<file path="config.mk">
export PLATFORM = sky130hd
export DESIGN_NAME = dtc_walker
export DESIGN_NICKNAME = d
export VERILOG_FILES = /design/src/sv/dtc_pkg.sv /design/src/sv/dtc_walker.sv
export VERILOG_INCLUDE_DIRS = /design/src /design/src/sv
export SDC_FILE = /design/constraint.sdc
export NUM_CORES = 1
export LEC_CHECK = 0
export BUFFER_PORTS_ARGS = -buffer_cell sky130_fd_sc_hd__buf_2
export CAP_MARGIN = 20
export CORE_AREA = 5 5 347 349
export CTS_CLUSTER_SIZE = 16
export DETAILED_ROUTE_END_ITERATION = 10
export DIE_AREA = 0 0 352 354
export GPL_TIMING_DRIVEN = 0
export MAX_ROUTING_LAYER = met4
export SKIP_LAST_GASP = 1
export SLEW_MARGIN = 0
export SYNTH_ARGS = -nofsm -noshare
export SYNTH_HDL_FRONTEND = slang
export SYNTH_SLANG_ARGS = --single-unit
</file>
<file path="constraint.sdc">
create_clock -name clock -period 19.5 [get_ports clock]
set_clock_uncertainty 0.2 [all_clocks]
set_input_delay 0.975 -clock clock [delete_from_list [all_inputs] [get_ports clock]]
set_output_delay 0.975 -clock clock [all_outputs]
set_load 0.05 [all_outputs]
</file>
<file path="src/sv/ipv4_decimal_trie_counters_assert.svh">
// assertion macros used by the trie walker
`ifndef IPV4_DECIMAL_TRIE_COUNTERS_ASSERT_SVH
`define IPV4_DECIMAL_TRIE_COUNTERS_ASSERT_SVH
`ifndef SYNTHESIS
// same-cycle implication
`define DTC_ASSERT_IMPLY(label, clk, rst, ante, cons, msg) \
   label: assert property (@(posedge clk) disable iff (rst) (ante) |-> (cons)) \
      else $error(msg);
// next-cycle implication
`define DTC_ASSERT_NEXT(label, clk, rst, ante, cons, msg) \
   label: assert property (@(posedge clk) disable iff (rst) (ante) |=> (cons)) \
      else $error(msg);
`else
`define DTC_ASSERT_IMPLY(label, clk, rst, ante, cons, msg)
`define DTC_ASSERT_NEXT(label, clk, rst, ante, cons, msg)
`endif
`endif

</file>
<file path="src/sv/dtc_pkg.sv">
// shared constants, types and digit split for the decimal trie counters
package dtc_pkg;

   // key and trie shape
   localparam int KEY_DIGITS      = 12;
   localparam int FANOUT          = 10;
   localparam int COUNTER_NUM     = 4;
   localparam int OCTET_NUM       = 4;
   localparam int OCTET_W         = 10;
   localparam int DIGIT_W         = 4;
   localparam int LEVEL_W         = 4;
   localparam int DATA_W          = 32;
   localparam int STATUS_W        = 2;

   // defaults for the top level parameters
   localparam int NODE_COUNT_DEF  = 4096;
   localparam int COUNT_WIDTH_DEF = 32;

   // stream packing
   localparam int REQ_TDATA_W     = 168;
   localparam int RSP_TDATA_W     = 160;
   localparam int ADD_BASE        = OCTET_NUM * OCTET_W;

   localparam logic [LEVEL_W-1:0] LEVEL_LAST = LEVEL_W'(KEY_DIGITS - 1);
   localparam logic [LEVEL_W-1:0] LEVEL_LEAF = LEVEL_W'(KEY_DIGITS);

   // request kinds
   localparam logic REQ_INSERT = 1'b0;
   localparam logic REQ_LOOKUP = 1'b1;

   // result status codes
   localparam logic [STATUS_W-1:0] ST_OK        = 2'd0;
   localparam logic [STATUS_W-1:0] ST_NOT_FOUND = 2'd1;
   localparam logic [STATUS_W-1:0] ST_FULL      = 2'd2;

   typedef logic [DIGIT_W-1:0] digit_type;

   typedef struct packed {
      logic                                 op;
      digit_type [KEY_DIGITS-1:0]           digits;
      logic [COUNTER_NUM-1:0][DATA_W-1:0]   adds;
   } dtc_request_type;

   typedef struct packed {
      logic [STATUS_W-1:0]                  status;
      logic [COUNTER_NUM-1:0][DATA_W-1:0]   counts;
      logic [DATA_W-1:0]                    total;
   } dtc_result_type;

   // saturate at 999 and split into hundreds, tens, units (index 0 is hundreds)
   function automatic digit_type [2:0] dtc_octet_digits(input logic [OCTET_W-1:0] octet);
      logic [OCTET_W-1:0] v;
      logic [15:0]        hp;
      digit_type          h;
      logic [6:0]         r;
      logic [13:0]        tp;
      digit_type          t;
      digit_type          u;
      digit_type [2:0]    d;
      v  = (octet > 10'd999) ? 10'd999 : octet;
      // v / 100 by reciprocal, exact below 1000
      hp = 16'(v) * 16'd41;
      h  = hp[15:12];
      r  = 7'(v - 10'(h) * 10'd100);
      // r / 10 by reciprocal, exact below 100
      tp = 14'(r) * 14'd103;
      t  = tp[13:10];
      u  = 4'(r - 7'(t) * 7'd10);
      d[0] = h;
      d[1] = t;
      d[2] = u;
      return d;
   endfunction

endpackage

</file>
<file path="src/sv/dtc_walker.sv">
// trie walk, node allocation and counter update sequencer
`include "ipv4_decimal_trie_counters_assert.svh"
module dtc_walker
   import dtc_pkg::*;
#(
   parameter int NODE_COUNT  = NODE_COUNT_DEF,
   parameter int COUNT_WIDTH = COUNT_WIDTH_DEF,
   localparam int NW = $clog2(NODE_COUNT)
) (
   input  logic                                     clock,
   input  logic                                     reset,
   // request side
   input  logic                                     start_valid,
   output logic                                     start_ready,
   input  dtc_request_type                          start_req,
   // result side
   output logic                                     done_valid,
   input  logic                                     done_take,
   output dtc_result_type                           result,
   // link memory
   output logic                                     link_rd_en,
   output logic [NW-1:0]                            link_rd_addr,
   input  logic [FANOUT-1:0][NW-1:0]                link_rd_data,
   output logic                                     link_wr_en,
   output logic [NW-1:0]                            link_wr_addr,
   output logic [FANOUT-1:0][NW-1:0]                link_wr_data,
   // counter memory
   output logic                                     cnt_rd_en,
   output logic [NW-1:0]                            cnt_rd_addr,
   input  logic [COUNTER_NUM-1:0][COUNT_WIDTH-1:0]  cnt_rd_data,
   output logic                                     cnt_wr_en,
   output logic [NW-1:0]                            cnt_wr_addr,
   output logic [COUNTER_NUM-1:0][COUNT_WIDTH-1:0]  cnt_wr_data
);

   localparam logic [NW+1:0] NODE_LIMIT = (NW+2)'(NODE_COUNT);

   // sequencer states
   localparam logic [2:0] S_IDLE  = 3'd0;
   localparam logic [2:0] S_WALK  = 3'd1;
   localparam logic [2:0] S_BUILD = 3'd2;
   localparam logic [2:0] S_COUNT = 3'd3;
   localparam logic [2:0] S_DONE  = 3'd4;

   logic [2:0]                               state_ff, state_in;
   logic                                     op_ff, op_in;
   digit_type [KEY_DIGITS-1:0]               dig_ff, dig_in;
   logic [COUNTER_NUM-1:0][DATA_W-1:0]       add_ff, add_in;
   logic [LEVEL_W-1:0]                       lvl_ff, lvl_in;
   logic [NW-1:0]                            node_ff, node_in;
   logic [FANOUT-1:0][NW-1:0]                row_ff, row_in;
   logic                                     leaf_new_ff, leaf_new_in;
   logic [NW:0]                              next_free_ff, next_free_in;
   logic [DATA_W-1:0]                        total_ff, total_in;
   logic                                     root_valid_ff, root_valid_in;
   dtc_result_type                           res_ff, res_in;

   logic [FANOUT-1:0][NW-1:0]                rd_row;
   digit_type                                cur_dig;
   logic [NW-1:0]                            link;
   logic [NW-1:0]                            alloc_idx;
   logic [LEVEL_W-1:0]                       need;
   logic [NW+1:0]                            room_sum;
   logic                                     has_room;
   logic [FANOUT-1:0][NW-1:0]                build_row;
   logic [COUNTER_NUM-1:0][COUNT_WIDTH-1:0]  sums;
   logic [COUNTER_NUM-1:0][DATA_W-1:0]       sums32;
   logic [COUNTER_NUM-1:0][DATA_W-1:0]       rd32;
   logic [DATA_W-1:0]                        total_inc;

   // root row reads as all null until its first write
   assign rd_row    = (node_ff == '0 && !root_valid_ff) ? '0 : link_rd_data;
   assign cur_dig   = dig_ff[lvl_ff];
   assign link      = rd_row[cur_dig];
   assign alloc_idx = next_free_ff[NW-1:0];
   assign total_inc = total_ff + 1'b1;

   // pool space check for the missing levels
   assign need      = LEVEL_LEAF - lvl_ff;
   assign room_sum  = (NW+2)'(next_free_ff) + (NW+2)'(need);
   assign has_room  = (room_sum <= NODE_LIMIT);

   // row to write while building: parent link set, leaf row stays null
   always_comb begin
      build_row = row_ff;
      if (lvl_ff != LEVEL_LEAF) begin
         build_row[cur_dig] = alloc_idx;
      end
   end

   // counter update, a fresh leaf starts from zero
   always_comb begin
      for (int k = 0; k < COUNTER_NUM; k++) begin
         sums[k]   = (leaf_new_ff ? '0 : cnt_rd_data[k]) + COUNT_WIDTH'(add_ff[k]);
         sums32[k] = DATA_W'(sums[k]);
         rd32[k]   = DATA_W'(cnt_rd_data[k]);
      end
   end

   // sequencer
   always_comb begin
      state_in      = state_ff;
      op_in         = op_ff;
      dig_in        = dig_ff;
      add_in        = add_ff;
      lvl_in        = lvl_ff;
      node_in       = node_ff;
      row_in        = row_ff;
      leaf_new_in   = leaf_new_ff;
      next_free_in  = next_free_ff;
      total_in      = total_ff;
      root_valid_in = root_valid_ff;
      res_in        = res_ff;

      start_ready   = (state_ff == S_IDLE);
      done_valid    = 1'b0;
      link_rd_en    = 1'b0;
      link_rd_addr  = link;
      link_wr_en    = 1'b0;
      link_wr_addr  = node_ff;
      link_wr_data  = build_row;
      cnt_rd_en     = 1'b0;
      cnt_rd_addr   = link;
      cnt_wr_en     = 1'b0;
      cnt_wr_addr   = node_ff;
      cnt_wr_data   = sums;

      unique case (state_ff)
         S_IDLE: begin
            if (start_valid) begin
               op_in        = start_req.op;
               dig_in       = start_req.digits;
               add_in       = start_req.adds;
               lvl_in       = '0;
               node_in      = '0;
               link_rd_en   = 1'b1;
               link_rd_addr = '0;
               state_in     = S_WALK;
            end
         end
         S_WALK: begin
            if (link != '0) begin
               node_in = link;
               lvl_in  = lvl_ff + 1'b1;
               if (lvl_ff == LEVEL_LAST) begin
                  // leaf exists: fetch its counters
                  cnt_rd_en   = 1'b1;
                  leaf_new_in = 1'b0;
                  state_in    = S_COUNT;
               end else begin
                  link_rd_en = 1'b1;
               end
            end else if (op_ff == REQ_LOOKUP) begin
               res_in.status = ST_NOT_FOUND;
               res_in.counts = '0;
               res_in.total  = total_ff;
               state_in      = S_DONE;
            end else if (!has_room) begin
               res_in.status = ST_FULL;
               res_in.counts = '0;
               res_in.total  = total_ff;
               state_in      = S_DONE;
            end else begin
               row_in   = rd_row;
               state_in = S_BUILD;
            end
         end
         S_BUILD: begin
            // one row write per new level, then the leaf row
            link_wr_en = 1'b1;
            row_in     = '0;
            if (node_ff == '0) begin
               root_valid_in = 1'b1;
            end
            if (lvl_ff == LEVEL_LEAF) begin
               leaf_new_in = 1'b1;
               state_in    = S_COUNT;
            end else begin
               node_in      = alloc_idx;
               next_free_in = next_free_ff + 1'b1;
               lvl_in       = lvl_ff + 1'b1;
            end
         end
         S_COUNT: begin
            if (op_ff == REQ_LOOKUP) begin
               res_in.status = ST_OK;
               res_in.counts = rd32;
               res_in.total  = total_ff;
            end else begin
               cnt_wr_en     = 1'b1;
               total_in      = total_inc;
               res_in.status = ST_OK;
               res_in.counts = sums32;
               res_in.total  = total_inc;
            end
            state_in = S_DONE;
         end
         S_DONE: begin
            done_valid = 1'b1;
            if (done_take) begin
               state_in = S_IDLE;
            end
         end
         default: begin
            state_in = S_IDLE;
         end
      endcase
   end

   assign result = res_ff;

   // control state
   always_ff @(posedge clock) begin
      if (reset) begin
         state_ff      <= S_IDLE;
         next_free_ff  <= (NW+1)'(1);
         total_ff      <= '0;
         root_valid_ff <= 1'b0;
      end else begin
         state_ff      <= state_in;
         next_free_ff  <= next_free_in;
         total_ff      <= total_in;
         root_valid_ff <= root_valid_in;
      end
   end

   // item payload
   always_ff @(posedge clock) begin
      op_ff       <= op_in;
      dig_ff      <= dig_in;
      add_ff      <= add_in;
      lvl_ff      <= lvl_in;
      node_ff     <= node_in;
      row_ff      <= row_in;
      leaf_new_ff <= leaf_new_in;
      res_ff      <= res_in;
   end

   `DTC_ASSERT_IMPLY(a_pool_bound, clock, reset, 1'b1, next_free_ff <= (NW+1)'(NODE_COUNT), "allocator ran past the pool")
   `DTC_ASSERT_IMPLY(a_write_alloc, clock, reset, link_wr_en, (NW+1)'(link_wr_addr) < next_free_ff, "link row written for an unallocated node")
   `DTC_ASSERT_IMPLY(a_walk_level, clock, reset, state_ff == S_WALK, lvl_ff < LEVEL_LEAF, "walk level out of range")
   `DTC_ASSERT_NEXT(a_build_alloc, clock, reset, state_ff == S_BUILD && lvl_ff != LEVEL_LEAF, next_free_ff == $past(next_free_ff) + 1'b1, "build step did not allocate one node")

endmodule

</file>
==> out/qor.txt <==
slew margin rel.: 25.2%
DPL Wire Length: 123000 µm
WP data arrival: 6720 ps
Place WS: 12220 ps
Area growth, synth to finish: 30.9%
Cell Rows: 126
GRT Residual Overflow: 0
routed wire length: 149000 µm
CTS tree: built
Clk pwr share: 18.7%
RD Place Congestion: 0.979
sw frac: 52.9%
Clock Sink Count: 525
IO Count: 893
worst-skew pair later-pin latency: 640 ps
nets: 4215
Reg2Reg Setup Slack: 12620 ps
Seq/Total Area, Yosys: 51.2%
post-synthesis cell count: 2665
EDFF count, synth: 476
WS Path Type: flip-flop to output pin
Max Cap Viol: 0
utilization after layout: 33.4%
Initial DRC Count: 1950
Ys Warns: 0
CP Max Fanout: 10
top_reg_cell synth: edfxtp_1
min setup slack post-route: 11610 ps
Post-Syn Area: 0.0298 mm²
post-route ant nets: 0
status: finished, final reports clean
Critical Path RT: 18330 ps
Pint: 3.38 mW
Clock Root Buffer: clkbuf_16
Flop pwr share: 23.1%
Clock transition at path regs: 60 ps
die width: 352 µm
first-pass GRT wire length: 202000 µm
Via density: 4.92
worst setup path endpoint: cnt_wr_data[125]
fin crit share: 40.5%
number of global-route vias before repair: 26200
Synthesized Nets: 3231
routed wire length per instance: 28.1 µm
reg-to-reg critical path endpoint: result[122]
Final Max Tran Viols: 0
maximum VDD drop: 0.000231 V
Placed Cells: 5115
Via Count: 26000
Logic pwr share: 58.2%
starting density of the core: 25.5%
ys async rst share: 0%
CTS resizes: 0
commonest non-fill, non-tap cells in the layout: buf_2 (903), edfxtp_1 (476), nand2_1 (225), nor2_1 (184), nor2b_1 (176)
# Post-CTS Setup Buffers: 0
Synth Register Bits: 525
most common cell after layout, fill and taps aside: buf_2
First-pass DRT Iterations: 5
final std cells w/o fill: 5293
Lkg Pwr: 16.2 nW
Worst Setup SP: leaf_new_ff
Setup crit end kind: output pin
die area: 0.125 mm²
Num CTS Buffers: 68
antenna violations before repair: 72
final setup fails: 0
R2R cell count: 15
synth unique cells: 80
CTS H-tree lvls: 3
Core ar.: 0.117 mm²
Hold Buf Count CTS: 0
PortBufs: 891
maximum clock path buffer count: 3
Placed Area: 0.0366 mm²
final hold vios: 0
Design Area, Final: 0.0391 mm²
Worst-Margin Slew: 1110 ps
# DRC: 0
minimum clock period: 7890 ps
chip height: 354 µm
layout cell share with drive strength beyond 1: 33.0%
Setup Total Neg Slack: 0 ps
Pwr Total: 7.17 mW
type of the worst min-delay path: input port to flip-flop
worst r2r src: lvl_ff[2]
Cell Pwr Density: 183 mW/mm²
P_sw: 3.79 mW
gr usage total: 23.5%
critical path startpoint category: flip-flop
Hold Slack: 305 ps
unrepaired setup endpoints after global routing: no
Max Clk Rate: 0.127 GHz
Avg Cell Area, Syn: 11.2 µm²
pin count of the biggest net entering global routing: 102
-- Yosys cell counts (all sizes together), types with 9 or more instances --
| library cell | n | area share (%) |
|---|---|---|
| xor2 | 49 | 1.4 |
| nor2 | 185 | 2.4 |
| a22o | 12 | 0.35 |
| or3 | 16 | 0.34 |
| a22oi | 15 | 0.42 |
| buf | 39 | 0.75 |
| nand2b | 21 | 0.44 |
| clkbuf | 100 | 1.3 |
| mux2 | 135 | 5.1 |
| a21o | 45 | 1.1 |
| and2 | 131 | 2.7 |
| o21a | 24 | 0.60 |
| mux2i | 77 | 2.6 |
| dfxtp | 49 | 3.3 |
| nand3 | 60 | 1.0 |
| a21boi | 9 | 0.23 |
| nor4 | 13 | 0.27 |
| mux4 | 22 | 1.7 |
| and3 | 20 | 0.42 |
| o31ai | 10 | 0.25 |
| or2 | 9 | 0.19 |
| xnor2 | 105 | 3.1 |
| nor3 | 48 | 0.80 |
| nand2 | 225 | 2.8 |
| a31oi | 16 | 0.34 |
| ha | 132 | 5.5 |
| nand4 | 13 | 0.27 |
| nor2b | 176 | 3.7 |
| o21bai | 9 | 0.23 |
| inv | 62 | 0.78 |
| o21ai | 78 | 1.3 |
| a21oi | 158 | 2.6 |
| edfxtp | 476 | 48 |
| a211oi | 27 | 0.68 |
-- final cells by class --
cell class,count,area (µm²)
repair buffers,914,4820
plain buffers,139,598
flip-flops and latches,525,15300
clock buffers,78,1800
inverters,63,244
multi-input cells,1938,13800
well taps,1536,1920
fillers,12100,78100
clock inverters,47,531
diodes,53,133
-- critical path, stage by stage (launching register included) --
cell and delay, ps:
edfxtp_1 770, clkbuf_1 700, clkbuf_1 590, nor2b_1 110, ha_1 350, o21ai_0 170, o21ai_0 140, or4_1 480
a31oi_1 500, o211ai_1 340, a211oi_1 380, o41a_1 410, nor2b_1 80, o21ai_0 290, nor2b_1 220, xnor2_1 130
buf_2 370
-- state kept, by name, indices dropped and copies added (netlist names) --
name,count
add_ff,128
row_ff,120
leaf_new_ff,1
next_free_ff,13
cnt_wr_addr,12
op_ff,1
result,162
lvl_ff,4
state_ff,3
dig_ff,48
root_valid_ff,1
total_ff,32
-- how the worst min path moves through the flow --
stage          cells after the start            end  slack [ps]     startpoint
6_report                           1      add_ff[1]         310   start_req[1]
2_1_floorplan                      2  root_valid_ff         260  root_valid_ff
3_3_place_gp                       2  root_valid_ff         280  root_valid_ff
5_1_grt                            1     add_ff[12]         270  start_req[12]
3_5_place_dp                       2  root_valid_ff         320  root_valid_ff
4_1_cts                            1      add_ff[1]         230   start_req[1]
-- metal layers --
layer  global-route usage, %  up-vias  wire length, µm
met3                    5.95      284            11800
met1                    24.3    12700            52600
met5                       -        -                0
li1                        -    11800                -
met4                    11.3        0             8190
met2                    41.7     1270            76300
-- power groups by stage --
stage | Sequential [mW] | Clock (mW) | Combinational, mW
3_5_place_dp | 1.68 | 0 | 4.18
2_1_floorplan | 1.86 | 0 | 2.64
5_1_grt | 1.67 | 1.42 | 4.34
4_1_cts | 1.66 | 1.38 | 4.19
6_report | 1.66 | 1.34 | 4.17
3_3_place_gp | 1.77 | 0 | 4.11
-- kinds of logic after synthesis --
group	Yosys count	synth area share (%)
buffers and inverters	202	2.80
DFF	525	51.2
xor gates and xnor gates	154	4.52
AOI/OAI and AO/OA	472	10.3
muxes	234	9.34
adders and majority gates	137	5.87
and+or+nand+nor	941	16.0
No activity file was read; power rests on OpenSTA's default activity.
